## src/design/ngea_pkg.sv

```systemverilog
package ngea_pkg;

    // field and register widths fixed by the interface
    localparam int IDX_W    = 3;
    localparam int CNT_W    = 4;
    localparam int ADDR_W   = 3;
    localparam int DATA_W   = 32;
    localparam int PHASE_W  = 2;

    localparam int MAX_CLIENTS_DEF = 8;
    localparam logic [CNT_W-1:0] CLIENT_COUNT_RST = 4'd5;

    // register index taken from paddr[2]
    localparam logic REG_CLIENT_COUNT = 1'b0;

    localparam logic FUNC_REQUEST = 1'b0;
    localparam logic FUNC_RELEASE = 1'b1;

    typedef enum logic [PHASE_W-1:0] {
        THINKING = 2'd0,
        HUNGRY   = 2'd1,
        EATING   = 2'd2
    } phase_t;

    typedef enum logic [2:0] {
        ST_IDLE,
        ST_REQ,
        ST_LEFT,
        ST_RIGHT,
        ST_BAD
    } state_t;

    // which pair of phases the ram fetches for the next cycle
    typedef enum logic [1:0] {
        RD_REQ,
        RD_LEFT,
        RD_RIGHT
    } rd_sel_t;

    // which grant test the datapath evaluates
    typedef enum logic [1:0] {
        EV_REQ,
        EV_LEFT,
        EV_RIGHT
    } eval_sel_t;

    typedef struct packed {
        logic      load;
        logic      mark;
        phase_t    mark_phase;
        rd_sel_t   rd_sel;
        eval_sel_t eval_sel;
        logic      emit;
        logic      emit_bad;
        logic      emit_last;
    } cmd_t;

    typedef struct packed {
        logic in_bad;
        logic out_free;
    } sts_t;

endpackage

```

## src/design/ngea_ram.sv

```systemverilog
module ngea_ram #(
    parameter int WIDTH = 2,
    parameter int DEPTH = 8
) (
    input  logic                     clk,
    input  logic                     we,
    input  logic [$clog2(DEPTH)-1:0] waddr,
    input  logic [WIDTH-1:0]         wdata,
    input  logic [$clog2(DEPTH)-1:0] raddr_a,
    input  logic [$clog2(DEPTH)-1:0] raddr_b,
    output logic [WIDTH-1:0]         rdata_a,
    output logic [WIDTH-1:0]         rdata_b
);

    logic [WIDTH-1:0] mem [DEPTH];

    // registered read, old data on a clash with the write
    always_ff @(posedge clk)
    begin
        if (we)
        begin
            mem[waddr] <= wdata;
        end
        rdata_a <= mem[raddr_a];
        rdata_b <= mem[raddr_b];
    end

endmodule

```

## src/design/ngea_ctrl.sv

```systemverilog
module ngea_ctrl (
    input  logic          clk,
    input  logic          rst_n,
    input  logic          in_valid,
    input  logic          func,
    output logic          in_stall,
    input  ngea_pkg::sts_t sts,
    output ngea_pkg::cmd_t cmd
);

    import ngea_pkg::*;

    state_t state_reg;
    state_t state_next;

    always_ff @(posedge clk or negedge rst_n)
    begin
        if (!rst_n)
        begin
            state_reg <= ST_IDLE;
        end
        else
        begin
            state_reg <= state_next;
        end
    end

    always_comb
    begin
        state_next     = state_reg;
        cmd.load       = 1'b0;
        cmd.mark       = 1'b0;
        cmd.mark_phase = THINKING;
        cmd.eval_sel   = EV_REQ;
        cmd.emit       = 1'b0;
        cmd.emit_bad   = 1'b0;
        cmd.emit_last  = 1'b0;
        in_stall       = (state_reg != ST_IDLE);

        unique case (state_reg)
            ST_IDLE:
            begin
                if (in_valid)
                begin
                    cmd.load = 1'b1;
                    priority if (sts.in_bad)
                    begin
                        state_next = ST_BAD;
                    end
                    else if (func == FUNC_RELEASE)
                    begin
                        cmd.mark       = 1'b1;
                        cmd.mark_phase = THINKING;
                        state_next     = ST_LEFT;
                    end
                    else
                    begin
                        cmd.mark       = 1'b1;
                        cmd.mark_phase = HUNGRY;
                        state_next     = ST_REQ;
                    end
                end
            end
            ST_REQ:
            begin
                cmd.eval_sel = EV_REQ;
                if (sts.out_free)
                begin
                    cmd.emit      = 1'b1;
                    cmd.emit_last = 1'b1;
                    state_next    = ST_IDLE;
                end
            end
            ST_LEFT:
            begin
                cmd.eval_sel = EV_LEFT;
                if (sts.out_free)
                begin
                    cmd.emit   = 1'b1;
                    state_next = ST_RIGHT;
                end
            end
            ST_RIGHT:
            begin
                cmd.eval_sel = EV_RIGHT;
                if (sts.out_free)
                begin
                    cmd.emit      = 1'b1;
                    cmd.emit_last = 1'b1;
                    state_next    = ST_IDLE;
                end
            end
            ST_BAD:
            begin
                if (sts.out_free)
                begin
                    cmd.emit      = 1'b1;
                    cmd.emit_bad  = 1'b1;
                    cmd.emit_last = 1'b1;
                    state_next    = ST_IDLE;
                end
            end
            default:
            begin
                state_next = ST_IDLE;
            end
        endcase

        // fetch what the next state tests, again while waiting
        unique case (state_next)
            ST_LEFT:  cmd.rd_sel = RD_LEFT;
            ST_RIGHT: cmd.rd_sel = RD_RIGHT;
            default:  cmd.rd_sel = RD_REQ;
        endcase
    end

endmodule

```

## src/design/ngea_dp.sv

```systemverilog
module ngea_dp #(
    parameter int MAX_CLIENTS = ngea_pkg::MAX_CLIENTS_DEF
) (
    input  logic                          clk,
    input  logic                          rst_n,
    input  logic                          psel,
    input  logic                          penable,
    input  logic                          pwrite,
    input  logic [ngea_pkg::ADDR_W-1:0]   paddr,
    input  logic [ngea_pkg::DATA_W-1:0]   pwdata,
    output logic [ngea_pkg::DATA_W-1:0]   prdata,
    output logic                          pready,
    input  logic [ngea_pkg::IDX_W-1:0]    client_index,
    output logic                          out_valid,
    input  logic                          out_stall,
    output logic [ngea_pkg::IDX_W-1:0]    tested_client,
    output logic                          granted,
    output logic                          bad_index,
    output logic                          last_result,
    input  ngea_pkg::cmd_t                cmd,
    output ngea_pkg::sts_t                sts
);

    import ngea_pkg::*;

    localparam int IW = $clog2(MAX_CLIENTS);
    localparam int NW = $clog2(MAX_CLIENTS + 1);
    localparam int SW = (NW > CNT_W) ? NW : CNT_W;
    localparam int BW = (NW > IDX_W) ? NW : IDX_W;

    function automatic logic [IW-1:0] ring_left(input logic [IW-1:0] x,
                                                input logic [NW-1:0] n);
        logic [NW-1:0] nm1;
        nm1 = n - NW'(1);
        if (x == '0)
            ring_left = IW'(nm1);
        else
            ring_left = x - IW'(1);
    endfunction

    function automatic logic [IW-1:0] ring_right(input logic [IW-1:0] x,
                                                 input logic [NW-1:0] n);
        logic [NW-1:0] nm1;
        nm1 = n - NW'(1);
        if (NW'(x) == nm1)
            ring_right = '0;
        else
            ring_right = x + IW'(1);
    endfunction

    // configuration
    logic [CNT_W-1:0] client_count_reg;
    logic             cfg_wr;

    assign pready = 1'b1;
    assign cfg_wr = psel && penable && pwrite && (paddr[2] == REG_CLIENT_COUNT);
    assign prdata = (paddr[2] == REG_CLIENT_COUNT) ? DATA_W'(client_count_reg) : '0;

    always_ff @(posedge clk or negedge rst_n)
    begin
        if (!rst_n)
        begin
            client_count_reg <= CLIENT_COUNT_RST;
        end
        else if (cfg_wr)
        begin
            client_count_reg <= pwdata[CNT_W-1:0];
        end
    end

    // ring size clamped into 2..MAX_CLIENTS
    logic [SW-1:0] cnt_w;
    logic [SW-1:0] ring_w;
    logic [NW-1:0] ring_n;

    always_comb
    begin
        cnt_w = SW'(client_count_reg);
        priority if (cnt_w < SW'(2))
            ring_w = SW'(2);
        else if (cnt_w > SW'(MAX_CLIENTS))
            ring_w = SW'(MAX_CLIENTS);
        else
            ring_w = cnt_w;
    end

    assign ring_n = NW'(ring_w);

    // item registers
    logic [IW-1:0]    cidx_reg;
    logic [IDX_W-1:0] idx_raw_reg;

    always_ff @(posedge clk)
    begin
        if (cmd.load)
        begin
            cidx_reg    <= IW'(client_index);
            idx_raw_reg <= client_index;
        end
    end

    // ring neighbours around the current client
    logic [IW-1:0] base;
    logic [IW-1:0] nb_l;
    logic [IW-1:0] nb_r;
    logic [IW-1:0] nb_ll;
    logic [IW-1:0] nb_rr;

    assign base  = cmd.load ? IW'(client_index) : cidx_reg;
    assign nb_l  = ring_left(base, ring_n);
    assign nb_r  = ring_right(base, ring_n);
    assign nb_ll = ring_left(nb_l, ring_n);
    assign nb_rr = ring_right(nb_r, ring_n);

    logic [IW-1:0] rd_a;
    logic [IW-1:0] rd_b;

    always_comb
    begin
        unique case (cmd.rd_sel)
            RD_REQ:
            begin
                rd_a = nb_l;
                rd_b = nb_r;
            end
            RD_LEFT:
            begin
                rd_a = nb_ll;
                rd_b = nb_l;
            end
            RD_RIGHT:
            begin
                rd_a = nb_rr;
                rd_b = nb_r;
            end
            default:
            begin
                rd_a = nb_l;
                rd_b = nb_r;
            end
        endcase
    end

    // phase store, valid bits and last-write bypass
    logic               wr_en;
    logic [IW-1:0]      wr_addr;
    phase_t             wr_data;
    logic [PHASE_W-1:0] ram_a;
    logic [PHASE_W-1:0] ram_b;

    ngea_ram #(
        .WIDTH (PHASE_W),
        .DEPTH (MAX_CLIENTS)
    ) u_phase_ram (
        .clk     (clk),
        .we      (wr_en),
        .waddr   (wr_addr),
        .wdata   (wr_data),
        .raddr_a (rd_a),
        .raddr_b (rd_b),
        .rdata_a (ram_a),
        .rdata_b (ram_b)
    );

    logic [MAX_CLIENTS-1:0] vld_reg;
    logic                   vld_a_reg;
    logic                   vld_b_reg;
    logic [IW-1:0]          rd_a_reg;
    logic [IW-1:0]          rd_b_reg;
    logic                   byp_valid_reg;
    logic [IW-1:0]          byp_addr_reg;
    phase_t                 byp_data_reg;

    always_ff @(posedge clk or negedge rst_n)
    begin
        if (!rst_n)
        begin
            vld_reg       <= '0;
            vld_a_reg     <= 1'b0;
            vld_b_reg     <= 1'b0;
            byp_valid_reg <= 1'b0;
        end
        else
        begin
            if (wr_en)
            begin
                vld_reg[wr_addr] <= 1'b1;
            end
            vld_a_reg     <= vld_reg[rd_a];
            vld_b_reg     <= vld_reg[rd_b];
            byp_valid_reg <= wr_en;
        end
    end

    always_ff @(posedge clk)
    begin
        rd_a_reg     <= rd_a;
        rd_b_reg     <= rd_b;
        byp_addr_reg <= wr_addr;
        byp_data_reg <= wr_data;
    end

    phase_t ph_a;
    phase_t ph_b;

    always_comb
    begin
        priority if (byp_valid_reg && (byp_addr_reg == rd_a_reg))
            ph_a = byp_data_reg;
        else if (vld_a_reg)
            ph_a = phase_t'(ram_a);
        else
            ph_a = THINKING;

        priority if (byp_valid_reg && (byp_addr_reg == rd_b_reg))
            ph_b = byp_data_reg;
        else if (vld_b_reg)
            ph_b = phase_t'(ram_b);
        else
            ph_b = THINKING;
    end

    // grant test; the releasing client itself is known thinking
    logic [IW-1:0] target;
    logic          grant;

    always_comb
    begin
        unique case (cmd.eval_sel)
            EV_REQ:
            begin
                target = cidx_reg;
                grant  = (ph_a != EATING) && (ph_b != EATING);
            end
            EV_LEFT:
            begin
                target = nb_l;
                grant  = (ph_b == HUNGRY) && (ph_a != EATING);
            end
            EV_RIGHT:
            begin
                target = nb_r;
                grant  = (ph_b == HUNGRY) && (ph_a != EATING);
            end
            default:
            begin
                target = cidx_reg;
                grant  = 1'b0;
            end
        endcase
    end

    always_comb
    begin
        priority if (cmd.mark)
        begin
            wr_en   = 1'b1;
            wr_addr = IW'(client_index);
            wr_data = cmd.mark_phase;
        end
        else if (cmd.emit && !cmd.emit_bad && grant)
        begin
            wr_en   = 1'b1;
            wr_addr = target;
            wr_data = EATING;
        end
        else
        begin
            wr_en   = 1'b0;
            wr_addr = target;
            wr_data = EATING;
        end
    end

    // output register
    logic out_valid_reg;
    logic out_valid_next;

    assign out_valid_next = cmd.emit ? 1'b1 : (out_valid_reg && out_stall);

    always_ff @(posedge clk or negedge rst_n)
    begin
        if (!rst_n)
        begin
            out_valid_reg <= 1'b0;
        end
        else
        begin
            out_valid_reg <= out_valid_next;
        end
    end

    always_ff @(posedge clk)
    begin
        if (cmd.emit)
        begin
            tested_client <= cmd.emit_bad ? idx_raw_reg : IDX_W'(target);
            granted       <= !cmd.emit_bad && grant;
            bad_index     <= cmd.emit_bad;
            last_result   <= cmd.emit_last;
        end
    end

    assign out_valid    = out_valid_reg;
    assign sts.out_free = !out_valid_reg || !out_stall;
    assign sts.in_bad   = BW'(client_index) >= BW'(ring_n);

endmodule

```

## src/design/neighbor_exclusive_grant_arbiter_unit.sv

```systemverilog
// channel   | direction | handshake             | payload
// ----------+-----------+-----------------------+---------------------------------------------
// input     | in        | in_valid / in_stall   | func, client_index
// result    | out       | out_valid / out_stall | tested_client, granted, bad_index, last_result
// config    | in        | apb psel / penable    | paddr, pwdata, prdata (client_count)
//
// one item at a time: a request or a bad index loads its result from its test state after acceptance
// and returns to idle; a release loads its two results from the left and then the right test state
// each result is tested in its test state on the registered read of the phase ram
// reset: all clients thinking through per-entry valid bits, client count 5, no clearing pass
// a stalled result holds the block in its test state, re-reading the same phases;
// input is taken only while idle, even with a result still waiting
module neighbor_exclusive_grant_arbiter_unit #(
    parameter int MAX_CLIENTS = ngea_pkg::MAX_CLIENTS_DEF
) (
    input  logic                        clk,
    input  logic                        rst_n,
    // configuration port
    input  logic                        psel,
    input  logic                        penable,
    input  logic                        pwrite,
    input  logic [ngea_pkg::ADDR_W-1:0] paddr,
    input  logic [ngea_pkg::DATA_W-1:0] pwdata,
    output logic [ngea_pkg::DATA_W-1:0] prdata,
    output logic                        pready,
    // input items
    input  logic                        in_valid,
    output logic                        in_stall,
    input  logic                        func,
    input  logic [ngea_pkg::IDX_W-1:0]  client_index,
    // result items
    output logic                        out_valid,
    input  logic                        out_stall,
    output logic [ngea_pkg::IDX_W-1:0]  tested_client,
    output logic                        granted,
    output logic                        bad_index,
    output logic                        last_result
);

    import ngea_pkg::*;

    // command and status between sequencer and datapath
    cmd_t cmd;
    sts_t sts;

    // sequencer: idle, request test, left test, right test, bad index report
    ngea_ctrl u_ctrl (
        .clk      (clk),
        .rst_n    (rst_n),
        .in_valid (in_valid),
        .func     (func),
        .in_stall (in_stall),
        .sts      (sts),
        .cmd      (cmd)
    );

    // datapath: count register, ring neighbours, phase ram, grant test, result register
    ngea_dp #(
        .MAX_CLIENTS (MAX_CLIENTS)
    ) u_dp (
        .clk           (clk),
        .rst_n         (rst_n),
        .psel          (psel),
        .penable       (penable),
        .pwrite        (pwrite),
        .paddr         (paddr),
        .pwdata        (pwdata),
        .prdata        (prdata),
        .pready        (pready),
        .client_index  (client_index),
        .out_valid     (out_valid),
        .out_stall     (out_stall),
        .tested_client (tested_client),
        .granted       (granted),
        .bad_index     (bad_index),
        .last_result   (last_result),
        .cmd           (cmd),
        .sts           (sts)
    );

endmodule

```

## config.mk

```make
export PLATFORM = sky130hd
export DESIGN_NAME = neighbor_exclusive_grant_arbiter_unit
export DESIGN_NICKNAME = d
export VERILOG_FILES = /design/src/design/ngea_pkg.sv /design/src/design/ngea_ram.sv /design/src/design/ngea_ctrl.sv /design/src/design/ngea_dp.sv /design/src/design/neighbor_exclusive_grant_arbiter_unit.sv
export SDC_FILE = /design/constraint.sdc
export NUM_CORES = 1
export LEC_CHECK = 0
export BUFFER_PORTS_ARGS = -buffer_cell sky130_fd_sc_hd__buf_2
export CAP_MARGIN = 20
export CORE_MARGIN = 2
export CORE_UTILIZATION = 50
export CTS_CLUSTER_DIAMETER = 200
export DETAILED_ROUTE_END_ITERATION = 8
export GPL_ROUTABILITY_DRIVEN = 1
export PLACE_DENSITY = 0.75
export SLEW_MARGIN = 25
export SYNTH_ARGS = -nofsm -noshare
export SYNTH_HDL_FRONTEND = slang
export SYNTH_SLANG_ARGS = --single-unit
```

## constraint.sdc

```tcl
create_clock -name clk -period 12.35 [get_ports clk]
set_input_delay 1.8525 -clock clk [delete_from_list [all_inputs] [get_ports clk]]
set_output_delay 1.8525 -clock clk [all_outputs]
set_load 0.03 [all_outputs]
```

Word-level counts from Yosys, hierarchy flattened
Memories as Yosys holds them, arrays and structs flattened. A register that Yosys moved wholly into a read port is not among the register bits.
Cells that the tools add are included.
{ "totals": {"reg_bits": 42, "ramBits": 16, "inputBits": 46, "output_inout_bits": 41, "elab_cells": 121, "n_memories": 1} }
{ "classes": {"add_sub_neg": 5, "n_lt_le_gt_ge": 7, "eq_ne": 17, "muxes": 47, "bitwise_logic": 2, "reduce_logical": 25} }
{ "memory_table": {"columns": ["name", "depth", "width", "rd", "rd_ports_with_merged_regs", "write_ports", "line", "rtl"], "rows": [
  ["u_dp.u_phase_ram.mem", 8, 2, 2, 2, 1, "ngea_ram.sv:15", "logic [WIDTH-1:0] mem [DEPTH];"]
]} }
{ "op_table": {"columns": ["op", "count"], "rows": [
  ["3-bit two-way mux", 14],
  ["4-bit two-way mux", 5],
  ["3-bit by 2-bit equality test with 1-bit output, second input constant", 4],
  ["1-bit logical AND", 12],
  ["3-bit by 4-bit less-than comparator with 1-bit output, second input constant", 3],
  ["2-bit two-way mux", 6],
  ["3-bit one-hot mux with 2 select lines", 2],
  ["1-bit two-way mux", 11],
  ["3-bit logical NOT", 3],
  ["3-bit one-hot mux with 3 select lines", 1],
  ["3-bit by 4-bit equality test with 1-bit output", 2],
  ["8-bit OR", 1],
  ["2-bit one-hot mux with 2 select lines", 2],
  ["3-bit by 1-bit adder with 3-bit output, second input constant", 2],
  ["1-bit binary-select mux with 3-bit select", 2],
  ["2-bit by 1-bit equality test with 1-bit output, second input constant", 3],
  ["3-bit equality test", 2],
  ["1-bit one-hot mux with 2 select lines", 3],
  ["3-bit OR reduction", 2],
  ["3-bit by 1-bit subtractor with 3-bit output, second input constant", 2],
  ["2-bit equality test, second input constant", 2],
  ["3-bit by 4-bit >= comparator with 1-bit output", 1],
  ["4-bit greater-than comparator, second input constant", 1],
  ["4-bit by 2-bit less-than comparator with 1-bit output, second input constant", 1],
  ["12 further kinds", 16]
]} }

Depth between registers and ports, before layout
{ "depth": {"word_depth": 17, "ltp_mapped": 22, "ltp_nobuf": 20} }

Hierarchy
Synthesis repeated with hierarchy kept, for this count alone.
{ "hier_totals": {"hier_cells": 323, "hier_area_um2": 3638.5} }
{ "by_module_without_submodules": {"columns": ["mod", "instances", "cells_per_inst", "area_per_inst_um2", "seq_area_each_um2"], "rows": [
  ["ngea_dp", 1, 248, 2516.2, 953.4],
  ["ngea_ram", 1, 45, 874.6, 560.5],
  ["ngea_ctrl", 1, 30, 247.7, 75.1]
]} }

Least setup slack after synthesis
No wires, ideal clock.
{ "synth_timing": {"path_kind": "input port to flip-flop", "from": "input client_index[0] (netlist bit)", "to": "register u_dp.vld_a_reg", "setup_time_ns": 0.125, "t_arrival_ns": 5.217, "required_ns": 12.225, "path_slack_ns": 7.008, "stages": 20, "n_path_buf": 2, "cell_sequence": "inv_1 ha_1 nand2b_1 a21o_1 a21oi_1 o21a_1 inv_1 nor2_1 nor2_1 and2_1 ha_1 clkbuf_1 nor2b_1 o21ai_0 o31ai_2 a221oi_4 buf_8 mux2i_1 mux2i_1 mux2_2"} }
{ "synth_via": {"elab_chain_len": 10, "word_cells_on_any_way": 25, "cone_classes": "4 x add/sub; 1 x order compare; 6 x eq/ne; 12 x mux; 2 x reduce/logical"} }
{ "synth_rtl": {"columns": ["item", "line", "rtl"], "rows": [
  ["from (decl)", "neighbor_exclusive_grant_arbiter_unit.sv:30", "input logic [ngea_pkg::IDX_W-1:0] client_index,"],
  ["3-bit by 4-bit >= comparator with 1-bit output", "ngea_dp.sv:306", "assign sts.in_bad = BW'(client_index) >= BW'(ring_n);"],
  ["3-bit two-way mux", "ngea_ctrl.sv:46", "priority if (sts.in_bad)"],
  ["3-bit two-way mux", "ngea_ctrl.sv:43", "if (in_valid)"],
  ["3-bit one-hot mux with 3 select lines", "ngea_ctrl.sv:40", "unique case (state_reg)"],
  ["3-bit by 2-bit equality test with 1-bit output", "ngea_ctrl.sv:110", "unique case (state_next)"],
  ["2-bit one-hot mux with 2 select lines", "ngea_ctrl.sv:110", null],
  ["2-bit equality test / 2-bit by 1-bit equality test with 1-bit output (equally long branches)", "ngea_dp.sv:120", "unique case (cmd.rd_sel)"],
  ["3-bit one-hot mux with 2 select lines *", "ngea_dp.sv:120", null],
  ["1-bit binary-select mux with 3-bit select *", "ngea_dp.sv:189", "vld_a_reg <= vld_reg[rd_a];"],
  ["1-bit two-way mux (not written as such) *", "ngea_dp.sv:189", null],
  ["to (signal assigned)", "ngea_dp.sv:189", null],
  ["to (decl)", "ngea_dp.sv:166", "logic vld_a_reg;"]
]} }
Every way passes the cells marked *; elsewhere a longest branch is shown, timed or not. The select of a mux whose other input is x is not followed.
A chain may end at the register's enable or synchronous reset.

Final worst setup path
{ "layout_timing": {"from": "input client_index[0] (netlist bit)", "to": "register u_dp.vld_a_reg"} }
{ "layout_via": {"elab_chain_len": 10, "word_cells_on_any_way": 25, "cone_classes": "4 x add/sub; 1 x order compare; 6 x eq/ne; 12 x mux; 2 x reduce/logical"} }
{ "layout_rtl": {"columns": ["item", "line", "rtl"], "rows": [
  ["3-bit by 4-bit >= comparator with 1-bit output *", "ngea_dp.sv:306", null],
  ["3-bit two-way mux *", "ngea_ctrl.sv:46", null],
  ["3-bit two-way mux *", "ngea_ctrl.sv:43", null],
  ["3-bit one-hot mux with 3 select lines *", "ngea_ctrl.sv:40", null],
  ["named net u_ctrl.state_next[0]", "ngea_ctrl.sv:14", "state_t state_next;"],
  ["3-bit by 2-bit equality test with 1-bit output", "ngea_ctrl.sv:110", null],
  ["2-bit one-hot mux with 2 select lines *", "ngea_ctrl.sv:110", null],
  ["2-bit equality test / 2-bit by 1-bit equality test with 1-bit output (equally long branches)", "ngea_dp.sv:120", null],
  ["3-bit one-hot mux with 2 select lines *", "ngea_dp.sv:120", null],
  ["1-bit binary-select mux with 3-bit select *", "ngea_dp.sv:189", null],
  ["1-bit two-way mux (not written as such) *", "ngea_dp.sv:189", null]
]} }
Mark *: on every way through the listed nets, which the timed path passes. The rest lies on a longest branch. The select of a mux whose other input is x is not followed.

==> implementation parameters <==
Parameter                              Value

Pwr
  Power Total ... 1.32 mW
  Max rail drop VDD ... 0.152 mV
  Leak pwr ... 1.80 nW
  PD cells ... 333 mW/mm2

Timing
  Max Clk Rate ... 159 MHz
  Final critical path time including I/O delays and setup ... 6.29 ns
  Clock tree skew after final layout ... 0.00922 ns
  Fin Setup TNS ... 0 ns
  Final setup violating endpoints ... 0
  Worst rel slew slack ... 0.319
  Final setup margin ... 6.06 ns
  Share of the clock period used by the worst path ... 0.509
  Tightest Pin Transition ... 0.993 ns
  Number of max-slew violations in the final report ... 0
  Fin Hold WS ... 0.500 ns
  Setup repair after global routing missed its margin ... no
  Total count of hold-check failures in the final report ... 0

Drt
  Remaining design rule violation count ... 0
  Average via count per standard cell ... 5.24
  Via count ... 2488
  Post-DR wirelength/cell ... 15.0 um
  First DRT Iteration DRCs ... 128
  Total wire length after detailed routing ... 7130 um
  Detailed Routing Iterations Pass 1 ... 4
  Count of antenna-violating nets left after detailed routing ... 0

Critical path
  CP dominant cell by count ... inv_1
  Critical path launch point ... client_index[0]
  R2r endpoint ... u_dp.vld_a_reg$_DFF_PN0_
  Critical path startpoint category ... input port
  Critical path's slowest cell ... a221oi_4
  Slack of the worst reg-to-reg path ... 6.88 ns
  Crit path cell chain ... buf_2, inv_1, ha_1, nand2b_1, a21o_1, a21oi_1, o21a_1, inv_1, nor2_1, nor2_1, inv_1, nand2_1, ha_1, nor2b_1, o41a_1, a221oi_4, mux2i_1, mux2i_1, mux2_2
  Crit path max-delay family ... compound AO/OA/AOI/OAI gates
  Number of gates on the worst path with buffers counted ... 19
  Worst path required time ... 12.57 ns
  Classification of the worst setup path ... in -> reg
  Capture point of the worst path ... u_dp.vld_a_reg$_DFF_PN0_
  Stage delay of the slowest cell on the critical path ... 0.79 ns
  Endpoint kind of the worst setup timing path ... flop
  Maximum net fanout on the critical path ... 13
  Reg-to-reg critical path startpoint ... u_dp.client_count_reg[2]$_DFFE_PN1P_
  Number of cells on the worst reg-to-reg path ... 18
  Combined buffer and inverter count along the critical path ... 4
  Arrival @ worst endpoint ... 6.51 ns

Global routing
  First-pass GRT wire length ... 11800 um
  Initial antenna violation count ... 0
  Via count of the first global-routing pass ... 2335
  Total track usage ... 0.187
  Maximum number of pins on one net before global-route repair ... 20
  Total grt overflow ... 0

Clock tree
  Clock latency of the later-clocked register in the worst-skew pair ... 0.34 ns
  Number of buffers inserted to repair setup after CTS ... 0
  Number of hold-repair buffers added at the cts stage ... 0
  Max H-tree Level ... 3
  Clock Root Buffer ... clkbuf_8
  Clock transition at the registers of the reported paths ... 0.06 ns
  Number of clock sinks ... 62
  Number of buffers on the longest clock path ... 2
  TritonCTS buffer count ... 9
  Clock tree from TritonCTS ... done
  Resized cells post-CTS ... 0

Layout
  Ratio of cells with drive above 1 in the final layout ... 0.186
  Final #Nets ... 433
  Area growth syn-to-layout ... 7.09%
  Core occupancy in the finished layout ... 0.550
  Final cell count without fillers ... 475
  Antenna fix cells ... 0
  Finished layout cell area ... 0.00397 mm2
  Number of flip-flops under the largest register name ... 16

Placed design
  Instance area after placement ... 0.00381 mm2
  Cells after DPL ... 459
  Routability Congestion ... 0.879
  Port Buf Inserts ... 27
  Pre-CTS worst setup slack ... 5.83 ns
  HPWL after detailed placement ... 5250 um

Synth
  Ys Warns ... 0
  Instance count of the mapped netlist ... 341
  Dominant register cell in the synthesized netlist ... edfxtp_1
  Combined area of all synthesized cells ... 0.00371 mm2
  Sequential-to-total area share from yosys stat ... 0.429
  Asr flop ratio synth ... 0.306
  Syn_area_per_cell ... 10.9 um2
  Post-synth EDFFs ... 25
  Netlist cell types ... 62
  Flop and latch count out of synthesis ... 62

Floorplanning
  Full die area ... 0.00812 mm2
  Die width ... 90.1 um
  Cell row count ... 31
  Core region area ... 0.00721 mm2
  Die height ... 90.1 um
  Initial core utilization ... 0.514
  Top-level port count ... 87

Worst hold path
  Hold wc startpoint ... u_dp.vld_reg[4]$_DFFE_PN0N_
  Type of the tightest min-delay check ... reg -> reg

Run
  Number of violations of the max-capacitance limit ... 0

Run status
  Run status ... finished clean
-- cell usage after synthesis (4+ instances only) --
| cell type | instances | share of area |
|---|---|---|
| o21bai_1 | 6 | 0.012 |
| dfrtp_1 | 17 | 0.11 |
| a31oi_1 | 4 | 0.0068 |
| a21oi_1 | 8 | 0.011 |
| mux2_2 | 11 | 0.033 |
| nand2b_1 | 9 | 0.015 |
| nor2b_1 | 6 | 0.010 |
| nand2_1 | 14 | 0.014 |
| o21ai_0 | 6 | 0.0081 |
| dfxtp_1 | 18 | 0.097 |
| inv_1 | 25 | 0.025 |
| nor2_1 | 27 | 0.027 |
| buf_4 | 29 | 0.059 |
| edfxtp_1 | 25 | 0.20 |
| ha_1 | 16 | 0.054 |
| xnor2_1 | 9 | 0.021 |
| mux2i_1 | 41 | 0.11 |
-- how the worst min path moves through the flow --
stage | endpoint | slack [ns] | cells after the start
2_1_floorplan | u_dp.vld_reg[4]$_DFFE_PN0N_ | 0.45 | 1
3_3_place_gp | u_dp.vld_reg[4]$_DFFE_PN0N_ | 0.47 | 1
3_5_place_dp | u_dp.vld_reg[4]$_DFFE_PN0N_ | 0.48 | 1
4_1_cts | u_dp.vld_reg[4]$_DFFE_PN0N_ | 0.50 | 1
5_1_grt | u_dp.vld_reg[4]$_DFFE_PN0N_ | 0.50 | 1
6_report | u_dp.vld_reg[4]$_DFFE_PN0N_ | 0.50 | 1
-- area by class of cell --
class,instances,area (um2)
Sequential cell,62,1590
Clock buffer,11,131
Clock inverter,5,28.8
Tap cell,99,124
Inverter,27,109
Multi-Input combinational cell,243,1840
Fill cell,616,3250
Timing Repair Buffer,28,143
-- per-layer routing --
layer / vias up / GRT usage / wire [um]
met5: - / 0 / 0
met4: 0 / 0.0821 / 123
met3: 8 / 0.0436 / 273
met2: 66 / 0.292 / 3350
met1: 1209 / 0.250 / 3390
li1: 1205 / - / -
-- cells by family after synthesis --
family | Yosys count | synth area share
and+or+nand+nor | 83 | 0.118
muxes | 55 | 0.155
other | 2 | 0.00203
adders and majority gates | 16 | 0.0540
xor gates and xnor gates | 14 | 0.0442
AOI/OAI and AO/OA | 46 | 0.0966
DFF | 62 | 0.429
buffers and inverters | 63 | 0.101
-- worst reg2reg max path, delay by kind of cell (launching register included) --
family | cells | cell delay [ns]
AO/OA/AOI/OAI | 6 | 1.92
AND/OR/NAND/NOR | 5 | 1.09
adder cells (fa/ha/maj) | 2 | 0.71
multiplexers | 3 | 0.69
flip-flops | 1 | 0.56
buffers and inverters | 2 | 0.39
-- where the power goes --
group,internal [mW],leakage (nW),switching (mW),total [mW]
registers,0.310,0.587,0.0443,0.355
logic,0.342,1.13,0.473,0.815
clock network,0.0718,0.0868,0.0782,0.150
-- cells in the final DEF (no fill, tap or decap), types with 4 or more instances in the layout --
| cell type | count |
|---|---|
| mux2i_1 | 41 |
| clkbuf_8 | 9 |
| xnor2_1 | 9 |
| nor2_1 | 27 |
| nand2_1 | 14 |
| edfxtp_1 | 25 |
| buf_2 | 27 |
| a21oi_1 | 8 |
| clkinv_2 | 4 |
| o21bai_1 | 6 |
| mux2_2 | 11 |
| ha_1 | 16 |
| nor2b_1 | 6 |
| a31oi_1 | 4 |
| conb_1 | 29 |
| o21ai_0 | 6 |
| dfrtp_1 | 17 |
| dfxtp_1 | 18 |
| inv_1 | 25 |
| nand2b_1 | 9 |
(Power assumes the default switching activity.)
